===== src/byte_ring_buffer_threshold_macros.svh =====
// ----------------------------------------------------------------------------
// Byte ring buffer assertion macros
// Concurrent check macros shared by the RTL files of the byte ring buffer.
// ----------------------------------------------------------------------------
`ifndef BYTE_RING_BUFFER_THRESHOLD_MACROS_SVH
`define BYTE_RING_BUFFER_THRESHOLD_MACROS_SVH

`ifndef NO_ASSERTIONS

// Same-cycle implication, sampled on the rising clock edge.
`define BRBT_ASSERT_IMPL(name, clk, rst, ante, cons) \
   name: assert property (@(posedge clk) disable iff (rst) (ante) |-> (cons)) \
      else $error("brbt implication check failed");

// Next-cycle implication, sampled on the rising clock edge.
`define BRBT_ASSERT_NEXT(name, clk, rst, ante, cons) \
   name: assert property (@(posedge clk) disable iff (rst) (ante) |=> (cons)) \
      else $error("brbt next-cycle check failed");

`else

`define BRBT_ASSERT_IMPL(name, clk, rst, ante, cons)
`define BRBT_ASSERT_NEXT(name, clk, rst, ante, cons)

`endif

`endif


===== src/brbt_pkg.sv =====
// ----------------------------------------------------------------------------
// Byte ring buffer package
// Sizes, command and status codes, shared record types and index helper.
// ----------------------------------------------------------------------------
package brbt_pkg;

   // Storage size and derived widths.
   localparam int CAPACITY = 65536;
   localparam int ADDR_W   = $clog2(CAPACITY);
   localparam int OCC_W    = 17;
   localparam int CMD_W    = 3;
   localparam int LEN_W    = 24;
   localparam int GMAX_W   = 7;
   localparam int STAT_W   = 3;
   localparam int TOTAL_W  = 32;
   localparam int MAX_GET  = 64;

   localparam logic [OCC_W-1:0] THR_RESET = OCC_W'(4096);

   // Command codes.
   localparam logic [CMD_W-1:0] CMD_PUT    = 3'd0;
   localparam logic [CMD_W-1:0] CMD_GET    = 3'd1;
   localparam logic [CMD_W-1:0] CMD_CLOSE  = 3'd2;
   localparam logic [CMD_W-1:0] CMD_REOPEN = 3'd3;
   localparam logic [CMD_W-1:0] CMD_POLL   = 3'd4;

   // Status codes.
   localparam logic [STAT_W-1:0] ST_OK          = 3'd0;
   localparam logic [STAT_W-1:0] ST_DROPPED     = 3'd1;
   localparam logic [STAT_W-1:0] ST_REJECTED    = 3'd2;
   localparam logic [STAT_W-1:0] ST_NOT_CLOSED  = 3'd3;
   localparam logic [STAT_W-1:0] ST_TRIGGER     = 3'd4;
   localparam logic [STAT_W-1:0] ST_CLOSE_DATA  = 3'd5;
   localparam logic [STAT_W-1:0] ST_CLOSE_EMPTY = 3'd6;
   localparam logic [STAT_W-1:0] ST_EMPTY       = 3'd7;

   // Buffer state as reported in every result.
   typedef struct packed {
      logic [OCC_W-1:0]   used;
      logic [OCC_W-1:0]   peak;
      logic [TOTAL_W-1:0] put_total;
      logic [TOTAL_W-1:0] drop_total;
      logic [TOTAL_W-1:0] consume_total;
      logic               thr_reached;
      logic               closed;
   } stat_type;

   // One result record.
   typedef struct packed {
      logic [7:0]        out_byte;
      logic              byte_valid;
      logic              last;
      logic [STAT_W-1:0] status;
      stat_type          stat;
   } result_type;

   // Request from the command core to the read sequencer.
   typedef struct packed {
      logic              start;
      logic [GMAX_W-1:0] count;
   } get_job_type;

   // Read sequencer status back to the command core.
   typedef struct packed {
      logic can_take;
   } out_ctl_type;

   // Ring index advance with wrap at the store size.
   function automatic logic [ADDR_W-1:0] next_index(input logic [ADDR_W-1:0] idx);
      logic [ADDR_W-1:0] nxt;
      if (idx == ADDR_W'(CAPACITY - 1)) begin
         nxt = '0;
      end else begin
         nxt = idx + ADDR_W'(1);
      end
      return nxt;
   endfunction

endpackage


===== src/brbt_rsp_if.sv =====
// ----------------------------------------------------------------------------
// Byte ring buffer response channel
// Valid/ready channel carrying one result transaction.
// ----------------------------------------------------------------------------
interface brbt_rsp_if;
   import brbt_pkg::*;

   logic               valid;
   logic               ready;
   logic [7:0]         out_byte;
   logic               byte_valid;
   logic               last;
   logic [STAT_W-1:0]  status;
   logic [OCC_W-1:0]   used_count;
   logic [OCC_W-1:0]   max_used;
   logic [TOTAL_W-1:0] total_put_count;
   logic [TOTAL_W-1:0] dropped_count;
   logic [TOTAL_W-1:0] consumed_count;
   logic               threshold_reached;
   logic               closed_now;

   modport source (
      output valid, out_byte, byte_valid, last, status, used_count, max_used,
             total_put_count, dropped_count, consumed_count, threshold_reached,
             closed_now,
      input  ready
   );

   modport sink (
      input  valid, out_byte, byte_valid, last, status, used_count, max_used,
             total_put_count, dropped_count, consumed_count, threshold_reached,
             closed_now,
      output ready
   );

endinterface


===== src/brbt_out.sv =====
// ----------------------------------------------------------------------------
// Byte ring buffer read sequencer and response register
// Streams get bytes out of the store one read a cycle while the sink keeps up
// and holds the result transaction in an output register until it is taken.
// ----------------------------------------------------------------------------
`include "byte_ring_buffer_threshold_macros.svh"

module brbt_out import brbt_pkg::*; (
   input  logic              clock,
   input  logic              reset,
   brbt_rsp_if.source        rsp_chan,
   input  result_type        cmd_result,
   input  logic              cmd_load,
   input  get_job_type       get_job,
   input  stat_type          stat_now,
   output out_ctl_type       out_ctl,
   output logic              ram_rd_en,
   output logic [ADDR_W-1:0] ram_rd_addr,
   input  logic [7:0]        ram_rd_data
);

   logic [ADDR_W-1:0] rptr_ff, rptr_in;
   logic [GMAX_W-1:0] rem_ff, rem_in;
   logic [GMAX_W-1:0] left_ff, left_in;
   logic              pend_ff, pend_in;
   logic              rsp_valid_ff, rsp_valid_in;
   result_type        rsp_data_ff, rsp_data_in;

   logic              slot_free;
   logic              load_get;
   logic              issue;
   logic [GMAX_W-1:0] pend_ext;
   result_type        get_record;

   // The output register is free when empty or being emptied this cycle.
   assign slot_free = !rsp_valid_ff || rsp_chan.ready;
   // A fetched byte moves into the output register when there is room.
   assign load_get  = pend_ff && slot_free;
   // A read is issued only when the read data register will not be overwritten
   // while still holding a byte.
   assign issue     = (rem_ff != '0) && (!pend_ff || load_get);
   assign pend_ext  = GMAX_W'(pend_ff);

   assign ram_rd_en   = issue;
   assign ram_rd_addr = rptr_ff;

   assign out_ctl.can_take = (rem_ff == '0) && !pend_ff && slot_free;

   // Streamed get result.
   always_comb begin
      get_record            = '0;
      get_record.out_byte   = ram_rd_data;
      get_record.byte_valid = 1'b1;
      get_record.last       = (left_ff == GMAX_W'(1));
      get_record.status     = ST_OK;
      get_record.stat       = stat_now;
   end

   // Sequencer counters and output handshake.
   always_comb begin
      rem_in       = rem_ff;
      left_in      = left_ff;
      rptr_in      = rptr_ff;
      pend_in      = pend_ff;
      rsp_valid_in = rsp_valid_ff;
      rsp_data_in  = rsp_data_ff;

      if (get_job.start) begin
         rem_in  = get_job.count;
         left_in = get_job.count;
      end else begin
         if (issue) begin
            rem_in  = rem_ff - GMAX_W'(1);
            rptr_in = next_index(rptr_ff);
         end
         if (load_get) begin
            left_in = left_ff - GMAX_W'(1);
         end
      end

      if (issue) begin
         pend_in = 1'b1;
      end else if (load_get) begin
         pend_in = 1'b0;
      end

      if (load_get) begin
         rsp_valid_in = 1'b1;
         rsp_data_in  = get_record;
      end else if (cmd_load) begin
         rsp_valid_in = 1'b1;
         rsp_data_in  = cmd_result;
      end else if (rsp_chan.ready) begin
         rsp_valid_in = 1'b0;
      end
   end

   // Control registers.
   always_ff @(posedge clock) begin
      if (reset) begin
         rptr_ff      <= '0;
         rem_ff       <= '0;
         left_ff      <= '0;
         pend_ff      <= 1'b0;
         rsp_valid_ff <= 1'b0;
      end else begin
         rptr_ff      <= rptr_in;
         rem_ff       <= rem_in;
         left_ff      <= left_in;
         pend_ff      <= pend_in;
         rsp_valid_ff <= rsp_valid_in;
      end
   end

   // Response payload register.
   always_ff @(posedge clock) begin
      rsp_data_ff <= rsp_data_in;
   end

   assign rsp_chan.valid             = rsp_valid_ff;
   assign rsp_chan.out_byte          = rsp_data_ff.out_byte;
   assign rsp_chan.byte_valid        = rsp_data_ff.byte_valid;
   assign rsp_chan.last              = rsp_data_ff.last;
   assign rsp_chan.status            = rsp_data_ff.status;
   assign rsp_chan.used_count        = rsp_data_ff.stat.used;
   assign rsp_chan.max_used          = rsp_data_ff.stat.peak;
   assign rsp_chan.total_put_count   = rsp_data_ff.stat.put_total;
   assign rsp_chan.dropped_count     = rsp_data_ff.stat.drop_total;
   assign rsp_chan.consumed_count    = rsp_data_ff.stat.consume_total;
   assign rsp_chan.threshold_reached = rsp_data_ff.stat.thr_reached;
   assign rsp_chan.closed_now        = rsp_data_ff.stat.closed;

   // Bytes still to emit equal reads still to issue plus the fetched byte.
   `BRBT_ASSERT_IMPL(a_emit_matches_reads, clock, reset, 1'b1, left_ff == rem_ff + pend_ext)
   // An issued read always lands in the read data register next cycle.
   `BRBT_ASSERT_NEXT(a_read_lands, clock, reset, issue, pend_ff)
   // The final streamed byte of a get carries the last flag.
   `BRBT_ASSERT_NEXT(a_last_on_final, clock, reset, load_get && left_ff == GMAX_W'(1),
                     rsp_valid_ff && rsp_data_ff.last)

endmodule


===== src/flat_wrapper.sv =====
// flat-port wrapper written by rule: the top's interface ports become plain ports
module brbt_out_flat import brbt_pkg::*;
  (clock, reset, cmd_result, cmd_load, get_job, stat_now, out_ctl, ram_rd_en, ram_rd_addr, ram_rd_data, rsp_chan_valid, rsp_chan_out_byte, rsp_chan_byte_valid, rsp_chan_last, rsp_chan_status, rsp_chan_used_count, rsp_chan_max_used, rsp_chan_total_put_count, rsp_chan_dropped_count, rsp_chan_consumed_count, rsp_chan_threshold_reached, rsp_chan_closed_now, rsp_chan_ready);
  brbt_rsp_if rsp_chan_i ();
  input  logic clock;
  input  logic reset;
  input  result_type cmd_result;
  input  logic cmd_load;
  input  get_job_type get_job;
  input  stat_type stat_now;
  output out_ctl_type out_ctl;
  output logic ram_rd_en;
  output logic [ADDR_W-1:0] ram_rd_addr;
  input  logic [7:0] ram_rd_data;
  output wire logic [$bits(rsp_chan_i.valid)-1:0] rsp_chan_valid;
  output wire logic [$bits(rsp_chan_i.out_byte)-1:0] rsp_chan_out_byte;
  output wire logic [$bits(rsp_chan_i.byte_valid)-1:0] rsp_chan_byte_valid;
  output wire logic [$bits(rsp_chan_i.last)-1:0] rsp_chan_last;
  output wire logic [$bits(rsp_chan_i.status)-1:0] rsp_chan_status;
  output wire logic [$bits(rsp_chan_i.used_count)-1:0] rsp_chan_used_count;
  output wire logic [$bits(rsp_chan_i.max_used)-1:0] rsp_chan_max_used;
  output wire logic [$bits(rsp_chan_i.total_put_count)-1:0] rsp_chan_total_put_count;
  output wire logic [$bits(rsp_chan_i.dropped_count)-1:0] rsp_chan_dropped_count;
  output wire logic [$bits(rsp_chan_i.consumed_count)-1:0] rsp_chan_consumed_count;
  output wire logic [$bits(rsp_chan_i.threshold_reached)-1:0] rsp_chan_threshold_reached;
  output wire logic [$bits(rsp_chan_i.closed_now)-1:0] rsp_chan_closed_now;
  input wire logic [$bits(rsp_chan_i.ready)-1:0] rsp_chan_ready;
  assign rsp_chan_valid = rsp_chan_i.valid;
  assign rsp_chan_out_byte = rsp_chan_i.out_byte;
  assign rsp_chan_byte_valid = rsp_chan_i.byte_valid;
  assign rsp_chan_last = rsp_chan_i.last;
  assign rsp_chan_status = rsp_chan_i.status;
  assign rsp_chan_used_count = rsp_chan_i.used_count;
  assign rsp_chan_max_used = rsp_chan_i.max_used;
  assign rsp_chan_total_put_count = rsp_chan_i.total_put_count;
  assign rsp_chan_dropped_count = rsp_chan_i.dropped_count;
  assign rsp_chan_consumed_count = rsp_chan_i.consumed_count;
  assign rsp_chan_threshold_reached = rsp_chan_i.threshold_reached;
  assign rsp_chan_closed_now = rsp_chan_i.closed_now;
  assign rsp_chan_i.ready = rsp_chan_ready;
  brbt_out u_core (.clock(clock), .reset(reset), .rsp_chan(rsp_chan_i), .cmd_result(cmd_result), .cmd_load(cmd_load), .get_job(get_job), .stat_now(stat_now), .out_ctl(out_ctl), .ram_rd_en(ram_rd_en), .ram_rd_addr(ram_rd_addr), .ram_rd_data(ram_rd_data));
endmodule

===== config.mk =====
export PLATFORM = sky130hd
export DESIGN_NAME = brbt_out_flat
export DESIGN_NICKNAME = d
export VERILOG_FILES = /design/src/brbt_pkg.sv /design/src/brbt_rsp_if.sv /design/src/brbt_out.sv /design/src/flat_wrapper.sv
export VERILOG_INCLUDE_DIRS = /design/src /design/src/src
export SDC_FILE = /design/constraint.sdc
export NUM_CORES = 1
export LEC_CHECK = 0
export ABC_AREA = 1
export CORE_AREA = 2 2 177 179
export CTS_BUF_LIST = sky130_fd_sc_hd__clkbuf_8 sky130_fd_sc_hd__clkbuf_16
export DETAILED_ROUTE_END_ITERATION = 10
export DIE_AREA = 0 0 179 181
export DONT_BUFFER_PORTS = 1
export PLACE_DENSITY = 0.38
export SYNTH_ARGS = -nofsm -noshare
export SYNTH_HDL_FRONTEND = slang
export SYNTH_SLANG_ARGS = --single-unit

===== constraint.sdc =====
create_clock -name clock -period 13.1 [get_ports clock]
set_input_delay 0.655 -clock clock [delete_from_list [all_inputs] [get_ports clock]]
set_output_delay 0.655 -clock clock [all_outputs]
set_load 0.02 [all_outputs]

After elaboration in Yosys (flattened, before gate mapping)
Cells that the tools add are included.
Widths: inputs -> output; s select.
- mux-type cells: 12
- bitwise gates (word level): 1
- equal/unequal tests: 2
- reductions and logical operators: 16
- add/subtract/negate cells: 3
- operators by type and width (kind ; number):
    $mux 145 ; 2
    $mux 7 ; 4
    $add 16x1->16 const B ; 1
    $eq 16x16->1 const B ; 1
    $mux 16 ; 1
    $sub 7x1->7 const B ; 2
    $reduce_bool 2->1 ; 4
    $eq 7x1->1 const B ; 1
    $logic_not 7->1 ; 1
    $reduce_bool 7->1 ; 1
    $mux 1 ; 5
    $logic_and 1x1->1 ; 4
    $reduce_bool 3->1 ; 1
    $logic_not 1->1 ; 2
    $logic_or 1x1->1 ; 2
    $reduce_and 2->1 ; 1
    $not 1->1 ; 1
- register bits after elaboration: 177
- logic and storage cells: 50
- input port bits: 297
- output and inout port bits: 164

Longest topological paths before layout
- word-level depth: 7
- gate-level depth with buffers: 11

Worst setup path before layout
No wires, ideal clock.
- path kind: input-to-reg
- from: in rsp_chan_ready
- to: reg u_core.rsp_data_ff (netlist bit u_core.rsp_chan.closed_now), enable pin
- setup time: 1.206 ns
- path slack: 8.365 ns
- arrival: 3.530 ns
- cell stages on the path: 5
- cell sequence: inv_1 nand2_1 nand2_1 clkbuf_1 nand2_1
- word-level cells in the longest chain between the ends: 3
- RTL lines (item ; RTL line ; text):
    start, declared ; flat_wrapper.sv:27 ; input wire logic [$bits(rsp_chan_i.ready)-1:0] rsp_chan_ready;
    $logic_or 1x1->1 ; brbt_out.sv:36 ; assign slot_free = !rsp_valid_ff || rsp_chan.ready;
    $logic_and 1x1->1 ; brbt_out.sv:38 ; assign load_get = pend_ff && slot_free;
    $reduce_bool 2->1 (no source line) ; - ;
    end signal, assigned ; brbt_out.sv:117 ; rsp_data_ff <= rsp_data_in;
    end, declared ; brbt_out.sv:27 ; result_type rsp_data_ff, rsp_data_in;
Every way passes these cells.
A chain may end at the register's enable or synchronous reset.

Final worst setup path
- from: reg u_core.rsp_valid_ff (netlist: u_core.rsp_chan.valid)
- to: reg u_core.rsp_data_ff (netlist bit u_core.rsp_chan.dropped_count[30]), enable pin
- word-level cells in the longest chain between the ends: 4
- RTL lines (item ; RTL line ; text):
    start, declared ; brbt_out.sv:26 ; logic rsp_valid_ff, rsp_valid_in;
    start signal, assigned ; brbt_out.sv:111 ; rsp_valid_ff <= rsp_valid_in;
    $logic_not 1->1 ; brbt_out.sv:36 ;
    $logic_or 1x1->1 ; brbt_out.sv:36 ;
    $logic_and 1x1->1 ; brbt_out.sv:38 ;
    $reduce_bool 2->1 (no source line) ; - ;
Every way passes these cells.

==> flow_summary_export.csv <==
group,metric,value,unit
outcome,status,"finished, final reports clean",
layout,layout-drive-gt1-share,5.48,%
yosys,synth_edf_count,141,
layout,nets,1202,
worst_setup_path,crit_slowest_cell,"buf_4",
yosys,synth_nets,1232,
floorplan,die_area,0.0324,mm²
placed_design,dp.cells,1277,
worst_setup_path,cp-end-kind,"flip-flop",
layout,antennaDiodeCount,0,
clock_network,cts_resized,0,
clock_network,hold_buffers,0,
timing,max_freq,0.298,GHz
worst_setup_path,crit_arrival,3400,ps
worst_setup_path,ff2ff_path_depth,5,
grt,first_global_vias,5972,
detailed_routing,wirelength,26300,µm
grt,antenna_found_initial,0,
timing,worst_slew_pin_slew,1040,ps
job,drv_cap,0,
timing,finalHoldViolCount,0,
detailed_routing,wl_per_cell,20.1,µm
pwr,ir_drop,75.2,µV
floorplan,rows,64,
worst_setup_path,path_class,"reg2reg",
worst_setup_path,path_cells,"nand2_1 > nand2_4 > nand2_4 > buf_4 > buf_4",
timing,post-route-period-util,25.6,%
floorplan,core_area,0.0303,mm²
detailed_routing,via_count,6254,
placed_design,hpwl,18500,µm
timing,setup_violations,0,
placed_design,numPortBuffers,0,
worst_setup_path,cp-start-kind,"flip-flop",
timing,slew_headroom,31.0,%
clock_network,numCtsBuffers,17,
clock_network,h-tree-depth,4,
yosys,synth_top_flop_cell,"edfxtp_1",
timing,grt_setup_unrepaired,"false",
clock_network,root_buffer,"clkbuf_16",
layout,synthToLayoutAreaGrowth,10.3,%
worst_setup_path,critPathRequiredTime,13150,ps
placed_design,gp_congestion,0.781,
floorplan,dieHeight,181,µm
yosys,ys_ff_latch,177,
timing,clock-skew-final,10.1,ps
hold_path,hp-class,"in2reg",
floorplan,io_pins,461,
layout,layout_commonest_cell,"nand2_1",
worst_setup_path,cp_max_fo,78,
grt,track_usage,15.5,%
placed_design,postPlaceCellArea,0.00857,mm²
yosys,avgSynthCellArea,8.89,µm²
layout,final_cell_mix,"nand2_1 (381), nand3_1 (167), edfxtp_1 (141)",
floorplan,start_util,27.2,%
hold_path,hold_path_depth,1,
clock_network,cts_tree,"yes",
floorplan,die_width,179,µm
clock_network,postCtsSetupRepairBufs,0,
pwr,power_density,169,mW/mm²
layout,fillers,3255,
yosys,yosysWarnings,0,
pwr,cellLeakagePower,3.83,nW
detailed_routing,viasPerCell,4.78,
yosys,yosysUniqueCellTypes,31,
timing,tns,0,ps
yosys,postSynthCellCount,930,
detailed_routing,dr.pass1.iters,5,
layout,fin_cells,1309,
detailed_routing,drcViolationCount,0,
detailed_routing,detail_route.iter0.violations,407,
yosys,netlist_area,0.00827,mm²
grt,grt_pass1_wl,37400,µm
timing,post-route-min-period,3350,ps
grt,grt_remaining_overflow,0,
worst_setup_path,max_stage_delay,790,ps
grt,grt_max_degree,148,
layout,finalInstanceArea,0.00912,mm²
clock_network,clock_latency,420,ps
yosys,seq_area_frac_synth,59.9,%
clock_network,cts.clk_slew.worst_paths,80,ps
clock_network,cts_num_sinks,177,
timing,slew_violations,0,
detailed_routing,ant_nets,0,
yosys,synthArstFlopShare,0,%
clock_network,clk_path_buf_depth,2,
-- through the flow --
stage	util (%)	total power, mW	hold slack [ps]	worst slack [ps]
after floorplan	-	1.01	468	8360
after CTS	30.1	1.57	256	9670
final	30.1	1.55	288	9750
after global placement	28.2	1.07	478	9420
after detailed placement	28.2	1.07	480	9450
after global routing	30.1	1.63	254	9430
-- cell usage after synthesis, types with 5 or more instances --
library cell | number | area [µm²]
a31oi_1 | 5 | 31.3
nand4_1 | 11 | 68.8
clkbuf_1 | 26 | 97.6
edfxtp_1 | 141 | 4230
inv_1 | 32 | 120
o21bai_1 | 5 | 37.5
nand2_1 | 383 | 1440
o21ai_0 | 7 | 35.0
dfxtp_1 | 36 | 721
buf_2 | 24 | 120
a21oi_1 | 13 | 65.1
ha_1 | 5 | 62.6
nand3_1 | 167 | 836
nor2_1 | 44 | 165
-- final timing paths --
check / from / to / slack [ps]
worst max-delay path: u_core.rsp_chan.valid$_SDFFE_PP0P_ / u_core.rsp_chan.dropped_count[30]$_DFFE_PP_ / 9750
worst min-delay path: reset / u_core.rem_ff[2]$_SDFFE_PP0P_ / 290
worst max register to register: u_core.rsp_chan.valid$_SDFFE_PP0P_ / u_core.rsp_chan.dropped_count[30]$_DFFE_PP_ / 9750
worst min register to register: u_core.left_ff[0]$_SDFFE_PP0P_ / u_core.left_ff[0]$_SDFFE_PP0P_ / 490
-- where the power goes --
group | switching [mW] | leakage, nW | total, mW | internal [mW]
Combinational | 0.137 | 1.79 | 0.188 | 0.0512
Clock | 0.245 | 0.272 | 0.496 | 0.250
Sequential | 0.144 | 1.77 | 0.862 | 0.718
Total | 0.526 | 3.83 | 1.55 | 1.02
-- critical path, delay by kind of cell, from the launching register on --
kind | cells | cell delay, ps
buf+inv | 2 | 1580
simple gates | 3 | 880
flops | 1 | 400
-- registers in the layout (all words and copies together) (netlist names), 8 cells and up --
name                             cells
u_core.rsp_chan.consumed_count      32
u_core.rsp_chan.dropped_count       32
u_core.rsp_chan.total_put_count     32
u_core.rsp_chan.max_used            17
u_core.rsp_chan.used_count          17
u_core.ram_rd_addr                  16
u_core.rsp_chan.out_byte             8
-- cell families after synthesis --
group / Yosys count / share of synthesized area (%)
and+or+nand+nor: 621 / 31.8
AOI/OAI and AO/OA: 33 / 2.30
adders and majority gates: 5 / 0.757
xor gates and xnor gates: 6 / 0.636
DFF: 177 / 59.9
buffers and inverters: 88 / 4.54
-- area by class of cell --
cell class / count / area (µm²) / area share, %
clock inverters: 15 / 130 / 1.43
inverters: 35 / 134 / 1.47
flip-flops and latches: 177 / 4950 / 54.3
multi-input cells: 665 / 2950 / 32.4
well taps: 396 / 495 / 5.43
repair buffers: 4 / 30.0 / 0.329
clock buffers: 17 / 425 / 4.66
-- routing by layer --
metal  vias up  share of wire (%)  global-route usage [%]
li1       3050                  -                       -
met1      2916                 39                    18.2
met2       262                 52                    27.5
met3        26                7.1                    4.10
met4         0                1.6                    4.39
met5         -                  0                       0
Note: power is estimated with default switching activity, not from simulation.
