===== src/byte_ring_buffer_threshold_macros.svh =====
// ----------------------------------------------------------------------------
// Byte ring buffer assertion macros
// Concurrent check macros shared by the RTL files of the byte ring buffer.
// ----------------------------------------------------------------------------
`ifndef BYTE_RING_BUFFER_THRESHOLD_MACROS_SVH
`define BYTE_RING_BUFFER_THRESHOLD_MACROS_SVH

`ifndef NO_ASSERTIONS

// Same-cycle implication, sampled on the rising clock edge.
`define BRBT_ASSERT_IMPL(name, clk, rst, ante, cons) \
   name: assert property (@(posedge clk) disable iff (rst) (ante) |-> (cons)) \
      else $error("brbt implication check failed");

// Next-cycle implication, sampled on the rising clock edge.
`define BRBT_ASSERT_NEXT(name, clk, rst, ante, cons) \
   name: assert property (@(posedge clk) disable iff (rst) (ante) |=> (cons)) \
      else $error("brbt next-cycle check failed");

`else

`define BRBT_ASSERT_IMPL(name, clk, rst, ante, cons)
`define BRBT_ASSERT_NEXT(name, clk, rst, ante, cons)

`endif

`endif


===== src/brbt_pkg.sv =====
// ----------------------------------------------------------------------------
// Byte ring buffer package
// Sizes, command and status codes, shared record types and index helper.
// ----------------------------------------------------------------------------
package brbt_pkg;

   // Storage size and derived widths.
   localparam int CAPACITY = 65536;
   localparam int ADDR_W   = $clog2(CAPACITY);
   localparam int OCC_W    = 17;
   localparam int CMD_W    = 3;
   localparam int LEN_W    = 24;
   localparam int GMAX_W   = 7;
   localparam int STAT_W   = 3;
   localparam int TOTAL_W  = 32;
   localparam int MAX_GET  = 64;

   localparam logic [OCC_W-1:0] THR_RESET = OCC_W'(4096);

   // Command codes.
   localparam logic [CMD_W-1:0] CMD_PUT    = 3'd0;
   localparam logic [CMD_W-1:0] CMD_GET    = 3'd1;
   localparam logic [CMD_W-1:0] CMD_CLOSE  = 3'd2;
   localparam logic [CMD_W-1:0] CMD_REOPEN = 3'd3;
   localparam logic [CMD_W-1:0] CMD_POLL   = 3'd4;

   // Status codes.
   localparam logic [STAT_W-1:0] ST_OK          = 3'd0;
   localparam logic [STAT_W-1:0] ST_DROPPED     = 3'd1;
   localparam logic [STAT_W-1:0] ST_REJECTED    = 3'd2;
   localparam logic [STAT_W-1:0] ST_NOT_CLOSED  = 3'd3;
   localparam logic [STAT_W-1:0] ST_TRIGGER     = 3'd4;
   localparam logic [STAT_W-1:0] ST_CLOSE_DATA  = 3'd5;
   localparam logic [STAT_W-1:0] ST_CLOSE_EMPTY = 3'd6;
   localparam logic [STAT_W-1:0] ST_EMPTY       = 3'd7;

   // Buffer state as reported in every result.
   typedef struct packed {
      logic [OCC_W-1:0]   used;
      logic [OCC_W-1:0]   peak;
      logic [TOTAL_W-1:0] put_total;
      logic [TOTAL_W-1:0] drop_total;
      logic [TOTAL_W-1:0] consume_total;
      logic               thr_reached;
      logic               closed;
   } stat_type;

   // One result record.
   typedef struct packed {
      logic [7:0]        out_byte;
      logic              byte_valid;
      logic              last;
      logic [STAT_W-1:0] status;
      stat_type          stat;
   } result_type;

   // Request from the command core to the read sequencer.
   typedef struct packed {
      logic              start;
      logic [GMAX_W-1:0] count;
   } get_job_type;

   // Read sequencer status back to the command core.
   typedef struct packed {
      logic can_take;
   } out_ctl_type;

   // Ring index advance with wrap at the store size.
   function automatic logic [ADDR_W-1:0] next_index(input logic [ADDR_W-1:0] idx);
      logic [ADDR_W-1:0] nxt;
      if (idx == ADDR_W'(CAPACITY - 1)) begin
         nxt = '0;
      end else begin
         nxt = idx + ADDR_W'(1);
      end
      return nxt;
   endfunction

endpackage


===== src/brbt_req_if.sv =====
// ----------------------------------------------------------------------------
// Byte ring buffer request channel
// Valid/ready channel carrying one command transaction.
// ----------------------------------------------------------------------------
interface brbt_req_if;
   import brbt_pkg::*;

   logic              valid;
   logic              ready;
   logic [CMD_W-1:0]  command;
   logic [7:0]        data_byte;
   logic              chunk_start;
   logic [LEN_W-1:0]  chunk_length;
   logic [GMAX_W-1:0] get_max;

   modport source (
      output valid, command, data_byte, chunk_start, chunk_length, get_max,
      input  ready
   );

   modport sink (
      input  valid, command, data_byte, chunk_start, chunk_length, get_max,
      output ready
   );

endinterface


===== src/brbt_core.sv =====
// ----------------------------------------------------------------------------
// Byte ring buffer command core
// Decodes commands, owns the buffer state and counters, writes put bytes
// into the store and hands get transactions to the read sequencer.
// ----------------------------------------------------------------------------
`include "byte_ring_buffer_threshold_macros.svh"

module brbt_core import brbt_pkg::*; (
   input  logic              clock,
   input  logic              reset,
   brbt_req_if.sink          req_chan,
   input  logic              csr_wr_en,
   input  logic [OCC_W-1:0]  csr_wr_data,
   input  out_ctl_type       out_ctl,
   output result_type        cmd_result,
   output logic              cmd_load,
   output get_job_type       get_job,
   output stat_type          stat_now,
   output logic              ram_wr_en,
   output logic [ADDR_W-1:0] ram_wr_addr,
   output logic [7:0]        ram_wr_data
);

   typedef enum logic [3:0] {
      CHUNK_NONE   = 4'b0001,
      CHUNK_ADMIT  = 4'b0010,
      CHUNK_DROP   = 4'b0100,
      CHUNK_REJECT = 4'b1000
   } chunk_mode_type;

   localparam logic [OCC_W-1:0]  CAP_OCC = OCC_W'(CAPACITY);
   localparam logic [LEN_W-1:0]  CAP_LEN = LEN_W'(CAPACITY);
   localparam logic [GMAX_W-1:0] GET_LIM = GMAX_W'(MAX_GET);

   // State registers.
   logic [ADDR_W-1:0]  wptr_ff, wptr_in;
   logic [OCC_W-1:0]   occ_ff, occ_in;
   logic [OCC_W-1:0]   peak_ff, peak_in;
   logic               closed_ff, closed_in;
   logic [TOTAL_W-1:0] put_ff, put_in;
   logic [TOTAL_W-1:0] drop_ff, drop_in;
   logic [TOTAL_W-1:0] consume_ff, consume_in;
   chunk_mode_type     mode_ff, mode_in;
   logic [OCC_W-1:0]   remaining_ff, remaining_in;
   logic [OCC_W-1:0]   thr_ff;

   logic               req_fire;
   logic [OCC_W-1:0]   free_now;
   logic [LEN_W-1:0]   clip_len;
   logic [GMAX_W-1:0]  gmax_clip;
   logic [GMAX_W-1:0]  get_n;
   logic               store_req;
   logic               store_ok;
   logic [STAT_W-1:0]  status;

   assign req_chan.ready = out_ctl.can_take;
   assign req_fire       = req_chan.valid && req_chan.ready;
   assign free_now       = CAP_OCC - occ_ff;

   // Chunk length clipped to one at the bottom and to the store size on top.
   always_comb begin
      clip_len = req_chan.chunk_length;
      if (clip_len == '0) begin
         clip_len = LEN_W'(1);
      end
      if (clip_len > CAP_LEN) begin
         clip_len = CAP_LEN;
      end
   end

   // Number of bytes a get returns.
   always_comb begin
      gmax_clip = (req_chan.get_max > GET_LIM) ? GET_LIM : req_chan.get_max;
      if (occ_ff < OCC_W'(gmax_clip)) begin
         get_n = occ_ff[GMAX_W-1:0];
      end else begin
         get_n = gmax_clip;
      end
   end

   // Command decode and next state.
   always_comb begin
      wptr_in      = wptr_ff;
      occ_in       = occ_ff;
      peak_in      = peak_ff;
      closed_in    = closed_ff;
      put_in       = put_ff;
      drop_in      = drop_ff;
      consume_in   = consume_ff;
      mode_in      = mode_ff;
      remaining_in = remaining_ff;
      store_req    = 1'b0;
      status       = ST_OK;
      cmd_load     = 1'b0;
      get_job      = '0;

      if (req_fire) begin
         cmd_load = 1'b1;
         case (req_chan.command)
            CMD_PUT: begin
               if (req_chan.chunk_start) begin
                  if (closed_ff) begin
                     mode_in      = CHUNK_REJECT;
                     remaining_in = '0;
                     status       = ST_REJECTED;
                  end else if (LEN_W'(free_now) < clip_len) begin
                     mode_in      = CHUNK_DROP;
                     remaining_in = '0;
                     status       = ST_DROPPED;
                     drop_in      = drop_ff + TOTAL_W'(req_chan.chunk_length);
                  end else begin
                     mode_in      = CHUNK_ADMIT;
                     store_req    = 1'b1;
                     remaining_in = OCC_W'(clip_len - LEN_W'(1));
                  end
               end else begin
                  case (mode_ff)
                     CHUNK_ADMIT: begin
                        if (remaining_ff != '0) begin
                           store_req    = 1'b1;
                           remaining_in = remaining_ff - OCC_W'(1);
                        end
                     end
                     CHUNK_DROP:   status = ST_DROPPED;
                     CHUNK_REJECT: status = ST_REJECTED;
                     default:      status = ST_OK;
                  endcase
               end
            end
            CMD_GET: begin
               if (get_n == '0) begin
                  status = (occ_ff == '0) ? ST_EMPTY : ST_OK;
               end else begin
                  cmd_load      = 1'b0;
                  get_job.start = 1'b1;
                  get_job.count = get_n;
                  occ_in        = occ_ff - OCC_W'(get_n);
                  consume_in    = consume_ff + TOTAL_W'(get_n);
               end
            end
            CMD_CLOSE: begin
               closed_in = 1'b1;
            end
            CMD_REOPEN: begin
               if (!closed_ff) begin
                  status = ST_NOT_CLOSED;
               end else begin
                  closed_in = 1'b0;
               end
            end
            CMD_POLL: begin
               if (closed_ff) begin
                  status = (occ_ff != '0) ? ST_CLOSE_DATA : ST_CLOSE_EMPTY;
               end else if (occ_ff >= thr_ff || occ_ff != '0) begin
                  status = ST_TRIGGER;
               end else begin
                  status = ST_EMPTY;
               end
            end
            default: begin
               status = ST_OK;
            end
         endcase
      end

      // Byte store; a full store discards the byte.
      store_ok = store_req && (occ_ff != CAP_OCC);
      if (store_ok) begin
         wptr_in = next_index(wptr_ff);
         occ_in  = occ_ff + OCC_W'(1);
         put_in  = put_ff + TOTAL_W'(1);
         if (occ_ff + OCC_W'(1) > peak_ff) begin
            peak_in = occ_ff + OCC_W'(1);
         end
      end
   end

   // Store write port.
   assign ram_wr_en   = store_ok;
   assign ram_wr_addr = wptr_ff;
   assign ram_wr_data = req_chan.data_byte;

   // Single result of a non-streaming command, showing the state after it.
   always_comb begin
      cmd_result                    = '0;
      cmd_result.last               = 1'b1;
      cmd_result.status             = status;
      cmd_result.stat.used          = occ_in;
      cmd_result.stat.peak          = peak_in;
      cmd_result.stat.put_total     = put_in;
      cmd_result.stat.drop_total    = drop_in;
      cmd_result.stat.consume_total = consume_in;
      cmd_result.stat.thr_reached   = (occ_in >= thr_ff);
      cmd_result.stat.closed        = closed_in;
   end

   // Current state, used by the read sequencer for streamed get results.
   always_comb begin
      stat_now.used          = occ_ff;
      stat_now.peak          = peak_ff;
      stat_now.put_total     = put_ff;
      stat_now.drop_total    = drop_ff;
      stat_now.consume_total = consume_ff;
      stat_now.thr_reached   = (occ_ff >= thr_ff);
      stat_now.closed        = closed_ff;
   end

   // State registers.
   always_ff @(posedge clock) begin
      if (reset) begin
         wptr_ff      <= '0;
         occ_ff       <= '0;
         peak_ff      <= '0;
         closed_ff    <= 1'b0;
         put_ff       <= '0;
         drop_ff      <= '0;
         consume_ff   <= '0;
         mode_ff      <= CHUNK_NONE;
         remaining_ff <= '0;
      end else begin
         wptr_ff      <= wptr_in;
         occ_ff       <= occ_in;
         peak_ff      <= peak_in;
         closed_ff    <= closed_in;
         put_ff       <= put_in;
         drop_ff      <= drop_in;
         consume_ff   <= consume_in;
         mode_ff      <= mode_in;
         remaining_ff <= remaining_in;
      end
   end

   // Threshold register.
   always_ff @(posedge clock) begin
      if (reset) begin
         thr_ff <= THR_RESET;
      end else if (csr_wr_en) begin
         thr_ff <= csr_wr_data;
      end
   end

   // The peak never falls below the current fill level.
   `BRBT_ASSERT_IMPL(a_peak_covers_used, clock, reset, 1'b1, peak_ff >= occ_ff)
   // An admitted chunk always has its remaining bytes reserved in free space.
   `BRBT_ASSERT_IMPL(a_chunk_space_reserved, clock, reset, mode_ff == CHUNK_ADMIT, free_now >= remaining_ff)
   // A chunk started while closed leaves the chunk in the rejected mode.
   `BRBT_ASSERT_NEXT(a_closed_put_rejected, clock, reset, req_fire && req_chan.command == CMD_PUT && req_chan.chunk_start && closed_ff, mode_ff == CHUNK_REJECT)

endmodule


===== src/flat_wrapper.sv =====
// flat-port wrapper written by rule: the top's interface ports become plain ports
module brbt_core_flat import brbt_pkg::*;
  (clock, reset, csr_wr_en, csr_wr_data, out_ctl, cmd_result, cmd_load, get_job, stat_now, ram_wr_en, ram_wr_addr, ram_wr_data, req_chan_valid, req_chan_command, req_chan_data_byte, req_chan_chunk_start, req_chan_chunk_length, req_chan_get_max, req_chan_ready);
  brbt_req_if req_chan_i ();
  input  logic clock;
  input  logic reset;
  input  logic csr_wr_en;
  input  logic [OCC_W-1:0] csr_wr_data;
  input  out_ctl_type out_ctl;
  output result_type cmd_result;
  output logic cmd_load;
  output get_job_type get_job;
  output stat_type stat_now;
  output logic ram_wr_en;
  output logic [ADDR_W-1:0] ram_wr_addr;
  output logic [7:0] ram_wr_data;
  input wire logic [$bits(req_chan_i.valid)-1:0] req_chan_valid;
  input wire logic [$bits(req_chan_i.command)-1:0] req_chan_command;
  input wire logic [$bits(req_chan_i.data_byte)-1:0] req_chan_data_byte;
  input wire logic [$bits(req_chan_i.chunk_start)-1:0] req_chan_chunk_start;
  input wire logic [$bits(req_chan_i.chunk_length)-1:0] req_chan_chunk_length;
  input wire logic [$bits(req_chan_i.get_max)-1:0] req_chan_get_max;
  output wire logic [$bits(req_chan_i.ready)-1:0] req_chan_ready;
  assign req_chan_i.valid = req_chan_valid;
  assign req_chan_i.command = req_chan_command;
  assign req_chan_i.data_byte = req_chan_data_byte;
  assign req_chan_i.chunk_start = req_chan_chunk_start;
  assign req_chan_i.chunk_length = req_chan_chunk_length;
  assign req_chan_i.get_max = req_chan_get_max;
  assign req_chan_ready = req_chan_i.ready;
  brbt_core u_core (.clock(clock), .reset(reset), .req_chan(req_chan_i), .csr_wr_en(csr_wr_en), .csr_wr_data(csr_wr_data), .out_ctl(out_ctl), .cmd_result(cmd_result), .cmd_load(cmd_load), .get_job(get_job), .stat_now(stat_now), .ram_wr_en(ram_wr_en), .ram_wr_addr(ram_wr_addr), .ram_wr_data(ram_wr_data));
endmodule

===== config.mk =====
export PLATFORM = sky130hd
export DESIGN_NAME = brbt_core_flat
export DESIGN_NICKNAME = d
export VERILOG_FILES = /design/src/brbt_pkg.sv /design/src/brbt_req_if.sv /design/src/brbt_core.sv /design/src/flat_wrapper.sv
export VERILOG_INCLUDE_DIRS = /design/src /design/src/src
export SDC_FILE = /design/constraint.sdc
export NUM_CORES = 1
export LEC_CHECK = 0
export BUFFER_PORTS_ARGS = -buffer_cell sky130_fd_sc_hd__buf_2
export CORE_UTILIZATION = 54
export CTS_CLUSTER_SIZE = 8
export DETAILED_ROUTE_END_ITERATION = 6
export PLACE_DENSITY = 0.79
export SLEW_MARGIN = 15
export SYNTH_ARGS = -nofsm -noshare
export SYNTH_HDL_FRONTEND = slang
export SYNTH_SLANG_ARGS = --single-unit

===== constraint.sdc =====
create_clock -name clock -period 14 [get_ports clock]
set_input_delay 4.2 -clock clock [delete_from_list [all_inputs] [get_ports clock]]
set_output_delay 4.2 -clock clock [all_outputs]
set_load 0.02 [all_outputs]

# Yosys cells after proc, flatten, opt, wreduce, memory -nomap -nowiden
# Cells that the tools add are included.
# word_totals
latch_bits	0
ram_bits	0
rom_bits	0
inputBits	65
ff_bits	185
n_memories	0
# classes
n_eq_ne	9
addsub	9
bitwise	0
n_shift	0
mux	54
n_div	0
n_mul	0
reduce_logical	13
n_lt_le_gt_ge	7
# ops
operator	n
$mux 32	9
$mux 17	11
$mux 24	2
$ge 17x17->1	2
$reduce_bool 17->1	2
$sub 17x1->17 const B	2
$add 32x1->32 const B	1
$add 32x24->32	1
$add 32x7->32	1
$gt 24x17->1 const B	1
$logic_not 24->1	1
$lt 17x24->1	1
$mux 8	3
$mux 3	7
$add 17x1->17 const B	1
$gt 17x17->1	1
$logic_not 17->1	1
$lt 17x7->1	1
$ne 17x17->1 const B	1
$sub 17x17->17 const A	1
$sub 17x7->17	1
$add 16x1->16 const B	1
$eq 16x16->1 const B	1
$mux 16	1
21 further kinds	38

# Longest topological paths before layout
# Gate-level depths: netlist of run 1.
# logic_depth
word_depth	13
ltp_mapped	29
mapped_depth_nobuf	28

# Least setup slack after synthesis of run 1
# No wires, ideal clock.
# synth_timing
kind	in2out
startpoint	input port req_chan_chunk_length[12]
endpoint	output port cmd_result[1] in the netlist's numbering
arrival_time_ps	10033
path_stages	25
path_buffers	3
setup_slack_ps	-233
cell_sequence	or4_1 > or2_2 > o21ai_0 > and2_1 > buf_2 > buf_2 > buf_1 > nand2_1 > ha_1 > nand4_1 > nor3_1 > nor4b_1 > a31o_2 > o21bai_1 > a211oi_1 > mux2_2 > ha_1 > nor2b_1 > o21a_1 > o21a_1 > o21a_1 > o21ai_0 > nand2_1 > a41oi_1 > o21ai_0
# synth_lines
element	line_no	text
start, declared	flat_wrapper.sv:21	input wire logic [$bits(req_chan_i.chunk_length)-1:0] req_chan_chunk_length;
end, declared	flat_wrapper.sv:10	output result_type cmd_result;

==> results of run 1 <==
[timing repair]
item / 4_1_cts / 5_1_grt
endpoints found under the setup margin: 0 / 1
resized for setup: 0 / 12
setup buffers: 0 / 2
[through the flow]
stage / worst slack, ns / instance area, µm² / std cells / TNS [ns] / total power, mW
after floorplan: 0.0618 / 13800 / 1746 / 0 / 0.856
after global placement: 0.140 / 15600 / 2342 / 0 / 0.959
after detailed placement: 0.0739 / 15600 / 2342 / 0 / 0.964
after CTS: 0.0631 / 16300 / 2374 / 0 / 1.48
after global routing: -0.0395 / 16300 / 2376 / -0.0395 / 1.56
final: 0.301 / 16300 / 2376 / 0 / 1.49
[layout make-up]
class | count | area share
sequential | 185 | 0.227
clock inverter | 15 | 0.0123
timing repair buffer | 372 | 0.118
multi-input combinational | 1384 | 0.575
clock buffer | 17 | 0.0261
tap | 330 | 0.0253
inverter | 73 | 0.0170
[worst min-delay path, stage by stage (launching register included)]
cell,delay (ns)
dfxtp_1,0.34
nand2_1,0.06
nand2_1,0.05
[power groups by stage]
stage                     logic [mW]  registers [mW]  clock network (mW)
after floorplan                0.300           0.555                   0
after global placement         0.403           0.557                   0
after detailed placement       0.407           0.557                   0
after CTS                      0.410           0.545               0.525
after global routing           0.467           0.546               0.545
final                          0.421           0.545               0.521
[final timing paths]
check | start | endpoint | slack (ns) | cells after the start
hold / removal | u_core.mode_ff[0] | u_core.mode_ff[0] | 0.49 | 2
setup / recovery | req_chan_chunk_length[12] | cmd_result[1] | 0.30 | 24
setup reg to reg | u_core.occ_ff[2] | u_core.peak_ff[2] | 8.71 | 15
hold reg to reg | u_core.mode_ff[0] | u_core.mode_ff[0] | 0.49 | 2
[cells by family after synthesis]
family / Yosys count / share of synthesized area
and+or+nand+nor: 742 / 0.280
AOI/OAI and AO/OA: 320 / 0.150
adders and majority gates: 122 / 0.112
buffers and inverters: 177 / 0.0582
xor gates and xnor gates: 137 / 0.0869
DFF: 185 / 0.268
muxes: 53 / 0.0439
other: 2 / 0.000544
[per-layer routing]
layer | vias to the layer above | GRT usage | part of all wire
met3 | 86 | 0.0769 | 0.080
met5 | - | 0 | 0.00063
met2 | 531 | 0.532 | 0.48
li1 | 6696 | - | -
met4 | 4 | 0.112 | 0.026
met1 | 6485 | 0.403 | 0.42
[registers in the layout (all words and copies together), names as in the netlist]
| name | count |
|---|---|
| u_core.mode_ff | 4 |
| u_core.put_ff | 32 |
| u_core.occ_ff | 17 |
| u_core.drop_ff | 32 |
| u_core.remaining_ff | 17 |
| u_core.peak_ff | 17 |
| u_core.thr_ff | 17 |
| u_core.ram_wr_addr | 16 |
| u_core.consume_ff | 32 |
| u_core.closed_ff | 1 |
[cell usage after synthesis (10+ instances only)]
cell,number,area share
dfxtp_1,185,0.27
nand2_1,167,0.045
nor2_1,138,0.038
and2_1,123,0.056
ha_1,119,0.11
a21oi_1,86,0.031
xnor2_1,81,0.051
inv_1,71,0.019
o21ai_0,67,0.024
nor3_1,60,0.022
nand3_1,57,0.021
xor2_1,56,0.036
clkbuf_1,53,0.014
nand4_1,41,0.019
a21o_1,31,0.017
buf_4,25,0.014
nor4_1,25,0.011
mux2i_1,22,0.016
nor2b_1,22,0.010
and3_1,21,0.0095
mux2_2,20,0.016
a211oi_1,18,0.0098
buf_2,18,0.0065
o211ai_1,17,0.0092
a31oi_1,15,0.0068
o21a_1,15,0.0082
o31ai_1,12,0.0065
and4_1,11,0.0070
nor3b_1,11,0.0060
mux2_4,10,0.011
nand2b_1,10,0.0045
or3_1,10,0.0045
or4_1,10,0.0054
==> reports/results.txt, run 1 <==
Cell family contributing the most delay on the critical path - simple AND/OR/NAND/NOR gates
Layout area overhead - 18.1%
Grt ovf - 0
Normalized max-slew margin - 0.334
Via count - 13,800
Clock tree buffer depth - 2
Final setup fails - 0
Vias per cell - 5.81
Antenna-violating nets left - 0
Worst-Skew Late Latency - 0.45 ns
Root Buffer - clkbuf_16
CP Max Fanout - 14
Post-synthesis sequential area ratio - 0.268
Multi-input logic area - 9380 µm²
Hold Slack - 0.495 ns
Cell area after synthesis - 13,800 µm²
Chip Height - 162 µm
Power share of the clock group - 0.350
Mapped Cells - 1,738
Die span in x - 162 µm
# DRC - 0
N_diodes - 0
Final Wtd Congestion - 0.971
Largest net degree at the start of global routing - 106
Number of synthesis warnings - 0
Initial Util - 0.550
CP peak stage delay - 0.54 ns
Commonest non-fill, non-tap cell in the layout - buf_2
Synthesized area per cell - 7.94 µm²
Num rows - 58
NetSw - 0.538 mW
First-pass GRT wire length - 67.2 mm
Post-layout min period - 13.70 ns
Critical path endpoint category - primary output
Leakage power total - 8.03 nW
Max-cap violations - 0
Final Cycle Share - 0.978
FF+latch area - 3700 µm²
Sequential power share - 0.366
H-tree depth - 4
Vias in the first global route - 12,700
Comb pwr share - 0.283
DP HPWL - 32.9 mm
Count of flip-flops with a built-in enable after synthesis - 0
CTS tree - yes
GRT Overall Usage - 0.320
Status - completed
Reg clk slew, reported paths - 0.08 ns
I/O pins - 377
Synth unique cells - 80
CP arrival - 9.50 ns
Most frequent cells in the layout - buf_2, dfxtp_1, nand2_1
Max-slew violations - 0
Switch share - 0.361
Die ar. - 26,200 µm²
Critical-path top delay cell - or4_1
Final-layout fill cell count - 2,185
Buffers & Inverters on Critical Path - 2
Drt total wl - 42.8 mm
Final Skew - 0.0177 ns
Cell-internal power - 0.950 mW
Port Buffers - 350
CP Launch Type - input port
VDD IR max - 0.0000662 V
WP data required - 9.80 ns
Initial antenna violation count - 2
Hold crit path type - reg2reg
Least-Margin Pin Slew - 0.986 ns
CTS Buf Count - 17
Main synth FF type - dfxtp_1
Layout cell share with drive strength beyond 1 - 0.229
Drt first pass iters - 5
Initial DRC count - 1,122
Kind of critical path - in2out
Fin nets - 2,220
Core area - 25,100 µm²
F_max - 73.0 MHz
Ys async rst share - 0
Most frequent CP cell - o21a_1
Post-DR wirelength/cell - 18.0 µm
Post-layout util - 0.650
Crit path cell chain - buf_2 -> or4_1 -> or2_2 -> o21ai_1 -> and2_4 -> nand2_1 -> ha_1 -> nand4_1 -> nor3_1 -> nor4b_2 -> a31o_2 -> o21bai_1 -> a211oi_2 -> mux2_2 -> ha_1 -> nor2b_1 -> o21a_1 -> o21a_1 -> o21a_1 -> o21ai_0 -> nand2_1 -> a41oi_1 -> o21ai_0 -> buf_2
PwrDens - 91.2 nW/µm²
Final hold vios - 0
#FFs+latches synth - 185
Cts hold-fix bufs - 0
Clk sinks - 185
Note: power is estimated with default switching activity, not from simulation.
==> run 2, diff against run 1 <==
ABC_AREA = 1   (was unset)
CORE_UTILIZATION = 55   (was 54)
PLACE_DENSITY = 0.8   (was 0.79)
==> reports/results.txt, run 2 <==
Dpl cells - 2,960 (+26%)
Number of synthesis warnings - 0 (unchanged)
Grt ovf - 0 (unchanged)
Met1 usage - 0.399 (-0.00317)
DP HPWL - 35.3 mm (+7.2%)
CTS Buf Count - 17 (unchanged)
Core area - 26,300 µm² (+4.7%)
Mapped Cells - 2,350 (+35%)
CP peak stage delay - 0.34 ns (-0.20 ns)
Largest net degree at the start of global routing - 91 (-14%)
Compound-gate portion of the synthesized area - 0.149 (-0.00133)
Adder-cell area share of the yosys netlist - 0.104 (-0.00820)
# DRC - 27 (+27)
First-pass GRT wire length - 75.2 mm (+12%)
Final hold vios - 0 (unchanged)
CP arrival - 9.31 ns (-0.19 ns)
CP Max Fanout - 11 (-3)
Synthesized area per cell - 6.34 µm² (-20%)
F_max - 74.0 MHz (+1.4%)
Hold crit path type - reg2reg
Drt total wl - 46.2 mm (+7.9%)
Critical path endpoint category - primary output
CP Launch Type - input port
VDD IR max - 0.0000645 V (-2.6%)
Worst setup path end - cmd_result[1]
Count leader, synth - nand2_1
Die ar. - 27,700 µm² (+5.8%)
Chip Height - 167 µm (+2.9%)
I/O pins - 377 (unchanged)
Final Cycle Share - 0.965 (-0.0133)
Layout area overhead - 16.2%
Cts hold-fix bufs - 0 (unchanged)
Top cells by area, synth - dfxtp_1, nand2_1, ha_1, inv_1, nor2_1
Max-cap violations - 0 (unchanged)
Clk sinks - 185 (unchanged)
Synth unique cells - 61 (-24%)
Layout cell share with drive strength beyond 1 - 0.172 (-0.0576)
XOR/XNOR Fraction of Synth Area - 0.0539 (-0.0330)
Initial antenna violation count - 0 (-2)
Post-Layout Cell Count - 2,992 (+26%)
Count of flip-flops with a built-in enable after synthesis - 0 (unchanged)
Leakage power total - 9.53 nW (+19%)
Ys async rst share - 0 (unchanged)
Final Skew - 0.0218 ns (+0.00405 ns)
Root Buffer - clkbuf_16
Cell area after synthesis - 14,900 µm² (+7.9%)
Max-slew violations - 0 (unchanged)
H-tree depth - 4 (unchanged)
Met2 usage - 0.579 (+0.0467)
Port Buffers - 350 (unchanged)
Via count - 16,500 (+19%)
Post-CTS Setup Bufs - 0 (unchanged)
Antenna-violating nets left - 0 (unchanged)
Critical-path top delay cell - ha_1
Status - finished, violations left
Reg clk slew, reported paths - 0.07 ns (about the same)
Die span in x - 167 µm (+2.9%)
Reg2Reg Launch Point - u_core.occ_ff[0]
Setup Total Neg Slack - 0 ns (unchanged)
Worst R2R Setup Slack - 8.76 ns (+0.05 ns)
Critical Path Source - req_chan_get_max[5]
Final-layout fill cell count - 2,398 (+9.7%)
Simple-gate portion of the synthesized area - 0.309 (+0.0294)
Post-DR wirelength/cell - 15.4 µm (-14%)
R2r worst-path depth - 21 (+6)
Failing checks - DRC
PwrDens - 83.8 nW/µm² (-8.1%)
Post-synthesis sequential area ratio - 0.249 (-0.0196)
Synth area leader - dfxtp_1
Vias in the first global route - 15,700 (+23%)
Largest registers - u_core.consume_ff: 32 flops, u_core.drop_ff: 32 flops, u_core.put_ff: 32 flops
Commonest non-fill, non-tap cell in the layout - nand2_1
Kind of critical path - in2out
Layer with the highest usage - met2
Vias per cell - 5.50 (-5.2%)
Met3 Use GR - 0.0447 (-0.0322)
Fin nets - 2,831 (+28%)
RR Endpoint - u_core.peak_ff[8]
Normalized max-slew margin - 0.238 (-0.0959)
Drt first pass iters - 7 (+2)
Hold Slack - 0.487 ns (-0.00805 ns)
Most frequent CP cell - nand2_1
Worst-Skew Late Latency - 0.45 ns (about the same)
WP data required - 9.80 ns (about the same)
Largest family of logic cells by synthesized area - simple AND/OR/NAND/NOR gates
Initial DRC count - 1,351 (+20%)
Final setup fails - 0 (unchanged)
Power, Total - 1.45 mW (-2.5%)
GRT Overall Usage - 0.328 (+0.00813)
Most frequent cells in the layout - nand2_1, inv_1, buf_2
Commonest cells in the netlist - nand2_1, inv_1, nor2_1
Hold_sp - u_core.mode_ff[1]
Final Wtd Congestion - 0.978 (+0.75%)
CTS tree - yes
Main synth FF type - dfxtp_1
Post-layout min period - 13.51 ns (-0.186 ns)
Num rows - 59 (+1.7%)
Synth top area share - 0.249 (-0.0196)
N_diodes - 0 (unchanged)
#FFs+latches synth - 185 (unchanged)
Multiplexer share of the synthesized area - 0 (-0.0439)
Clock tree buffer depth - 2 (unchanged)
Least-Margin Pin Slew - 1.14 ns (+0.155 ns)
Initial Util - 0.567 (+0.0169)
run 2: cell count changes after synthesis, sizes merged, moves of 20 or more:
cell   change
a21o      -27
a21oi     +98
and2     -120
inv      +321
mux2      -31
mux2i     -22
nand2    +348
nand3     +48
nand4     +27
nor2     +127
nor2b     -22
o21ai    +106
xnor2     -67
xor2      +20
run 2: per-layer routing:
metal	vias to the layer above	part of all wire	wire length [µm]
met5	-	0	0
met4	0	0.032	1490
met3	117	0.073	3380
met2	686	0.48	22100
met1	7498	0.42	19200
li1	8169	-	-
run 2: worst min path at each step:
stage	end	slack, ns	cells past startpoint
finish	u_core.mode_ff[1]	0.49	2
floorplan	u_core.mode_ff[1]	0.44	2
global route	u_core.remaining_ff[12]	0.51	2
detailed placement	u_core.remaining_ff[12]	0.47	2
global placement	u_core.mode_ff[1]	0.46	2
CTS	u_core.mode_ff[1]	0.49	2
run 2: layout make-up:
| cell class | instances | area (µm²) | share of cell area |
|---|---|---|---|
| multi-input combinational | 1685 | 9250 | 0.535 |
| sequential | 185 | 3700 | 0.214 |
| timing repair buffer | 359 | 1820 | 0.105 |
| inverter | 396 | 1490 | 0.0860 |
| clock buffer | 17 | 425 | 0.0246 |
| tap | 335 | 419 | 0.0242 |
| clock inverter | 15 | 196 | 0.0113 |
run 2: timing repair:
action / in CTS / in global routing
resized for setup: 0 / 6
setup endpoints to repair: 0 / 1
endpoints found under the hold margin: 0 / 0
run 2: logic make-up after synthesis:
family | count (synthesis)
simple gates | 1054
buf+inv | 488
compound gates | 409
flops | 185
fa+ha+maj | 122
xor+xnor | 90
other cells | 2
run 2: metrics by stage:
step / cell area, µm² / setup WS [ns] / utilization
6_report: 17300 / 0.488 / 0.659
5_1_grt: 17300 / -0.0177 / 0.659
4_1_cts: 17300 / 0.220 / 0.658
3_5_place_dp: 16700 / 0.312 / 0.634
3_3_place_gp: 16700 / 0.453 / 0.634
2_1_floorplan: 14900 / 1.25 / -
run 2: critical path: cells and delay by family:
kind                       cells  cell delay (ns)
AOI/OAI and AO/OA             11             1.75
and+or+nand+nor               17             1.72
adders and majority gates      3             0.95
buffers and inverters          6             0.67
run 2: power by group:
group	switching [mW]	total [mW]	internal, mW
Sequential	0.0100	0.544	0.534
Combinational	0.267	0.389	0.122
Clock	0.258	0.518	0.260
==> run 3, diff against run 2 <==
ABC_AREA = unset   (was 1)
CORE_UTILIZATION = 54   (was 55)
CTS_CLUSTER_SIZE = 12   (was 8)
==> reports/results.txt, run 3 (synthesis results as in run 1) <==
WP data required - 9.80 ns (about the same)
Normalized max-slew margin - 0.249 (+0.0111)
Final hold vios - 0 (unchanged)
Drt total wl - 42.5 mm (-8.1%)
Initial Util - 0.550 (-0.0169)
First-pass GRT wire length - 66.6 mm (-11%)
Worst-Skew Late Latency - 0.45 ns (about the same)
Most frequent CP cell - o21a_1
Largest registers - u_core.consume_ff: 32 flops, u_core.drop_ff: 32 flops, u_core.put_ff: 32 flops
H-tree depth - 4 (unchanged)
F_max - 73.2 MHz (-1.1%)
Initial antenna violation count - 2 (+2)
RR Endpoint - u_core.peak_ff[5]
Drt first pass iters - 5 (-2)
Initial DRC count - 1,058 (-22%)
Layout cell share with drive strength beyond 1 - 0.230 (+0.0582)
Cell depth of the worst hold path - 2 (unchanged)
Vias in the first global route - 12,900 (-18%)
Setup Total Neg Slack - 0 ns (unchanged)
PwrDens - 93.7 nW/µm² (+12%)
Kind of critical path - in2out
Hold_sp - u_core.mode_ff[0]
Final Cycle Share - 0.975 (+0.0103)
Root Buffer - clkbuf_16
Grt ovf - 0 (unchanged)
Buffers & Inverters on Critical Path - 3 (-3)
CP peak stage delay - 0.56 ns (+0.22 ns)
# DRC - 0 (-100%)
R2r worst-path depth - 20 (-4.8%)
Die ar. - 26,200 µm² (-5.5%)
Reg2Reg Launch Point - u_core.occ_ff[0]
Cts hold-fix bufs - 0 (unchanged)
DP HPWL - 32.6 mm (-7.6%)
Worst R2R Setup Slack - 8.82 ns (+0.06 ns)
Hold Path Sink - u_core.mode_ff[0]
Final Wtd Congestion - 0.943 (-3.6%)
Clk sinks - 185 (unchanged)
Num rows - 58 (-1.7%)
Vias per cell - 5.86 (+6.4%)
Clock tree buffer depth - 2 (unchanged)
Post-DR wirelength/cell - 17.8 µm (+16%)
Port Buffers - 350 (unchanged)
VDD IR max - 0.0000723 V (+12%)
Critical path endpoint category - primary output
Final setup fails - 0 (unchanged)
Post-layout min period - 13.66 ns (+0.144 ns)
Core area - 25,100 µm² (-4.5%)
Commonest non-fill, non-tap cell in the layout - buf_2
Max-cap violations - 0 (unchanged)
Most frequent cells in the layout - buf_2, dfxtp_1, nand2_1
Post-layout util - 0.652 (-0.00631)
Largest net degree at the start of global routing - 76 (-16%)
Critical-path top delay cell - or4_1
Least-Margin Pin Slew - 1.11 ns (-0.0300 ns)
CP Launch Type - input port
Via count - 13,900 (-15%)
Status - completed
Reg clk slew, reported paths - 0.08 ns (about the same)
CP arrival - 9.46 ns (+0.15 ns)
Max-slew violations - 0 (unchanged)
CP Max Fanout - 27 (+16)
Fin nets - 2,223 (-21%)
I/O pins - 377 (unchanged)
CTS Buf Count - 17 (unchanged)
Leakage power total - 8.07 nW (-15%)
GRT Overall Usage - 0.315 (-0.0127)
Die span in x - 162 µm (-2.8%)
Layout area overhead - 18.6%
Antenna-violating nets left - 0 (unchanged)
Hold crit path type - reg2reg
CTS tree - yes
Chip Height - 162 µm (-2.8%)
Final Skew - 0.0174 ns (-0.00431 ns)
Cell family contributing the most delay on the critical path - compound AO/OA/AOI/OAI gates
## run 3: per-layer routing
metal / GRT usage / up-vias / wire length [µm]
met5: 0 / - / 13
met4: 0.116 / 2 / 1250
met3: 0.0585 / 100 / 3200
met2: 0.524 / 590 / 20000
met1: 0.406 / 6539 / 18000
li1: - / 6714 / -
## run 3: what timing repair did
action | 4_1_cts | 5_1_grt
gates resized for setup | 0 | 9
setup buffers | 0 | 5
hold endpoints to repair | 0 | 0
endpoints found under the setup margin | 0 | 1
## run 3: metrics by stage
step / worst slack [ns] / instances / area, µm² / total power, mW / hold slack, ns
3_3_place_gp: 0.297 / 2342 / 15600 / 0.961 / 0.455
4_1_cts: 0.116 / 2374 / 16300 / 1.50 / 0.472
6_report: 0.344 / 2380 / 16400 / 1.53 / 0.475
2_1_floorplan: 0.0618 / 1746 / 13800 / 0.856 / 0.444
3_5_place_dp: 0.133 / 2342 / 15600 / 0.969 / 0.459
5_1_grt: -0.0173 / 2380 / 16400 / 1.61 / 0.504
## run 3: how the worst max path moves through the flow
stage / startpoint / cells past startpoint / to / slack, ns
5_1_grt: req_chan_get_max[6] / 30 / cmd_result[1] / -0.02
3_5_place_dp: req_chan_chunk_length[12] / 25 / cmd_result[1] / 0.13
2_1_floorplan: req_chan_chunk_length[12] / 25 / cmd_result[1] / 0.06
3_3_place_gp: req_chan_chunk_length[12] / 25 / cmd_result[1] / 0.30
6_report: req_chan_chunk_length[12] / 25 / cmd_result[1] / 0.34
4_1_cts: req_chan_chunk_length[12] / 25 / cmd_result[1] / 0.12
## run 3: final cells by class
class	instances	area, µm²
antenna	1	2.50
clock buffer	17	425
clock inverter	15	216
fill	2226	8730
inverter	73	274
multi-input combinational	1384	9380
sequential	185	3700
tap	330	413
timing repair buffer	375	1960
## run 3: tightest hold or removal path: stages (launching register included)
cell,delay (ns)
dfxtp_1,0.33
nand2_1,0.06
nand2_1,0.04
## run 3: report_power, final
group / leakage [nW] / switching, mW / internal [mW]
sequential: 1.49 / 0.0113 / 0.533
clock: 0.311 / 0.256 / 0.277
combinational: 6.26 / 0.280 / 0.176
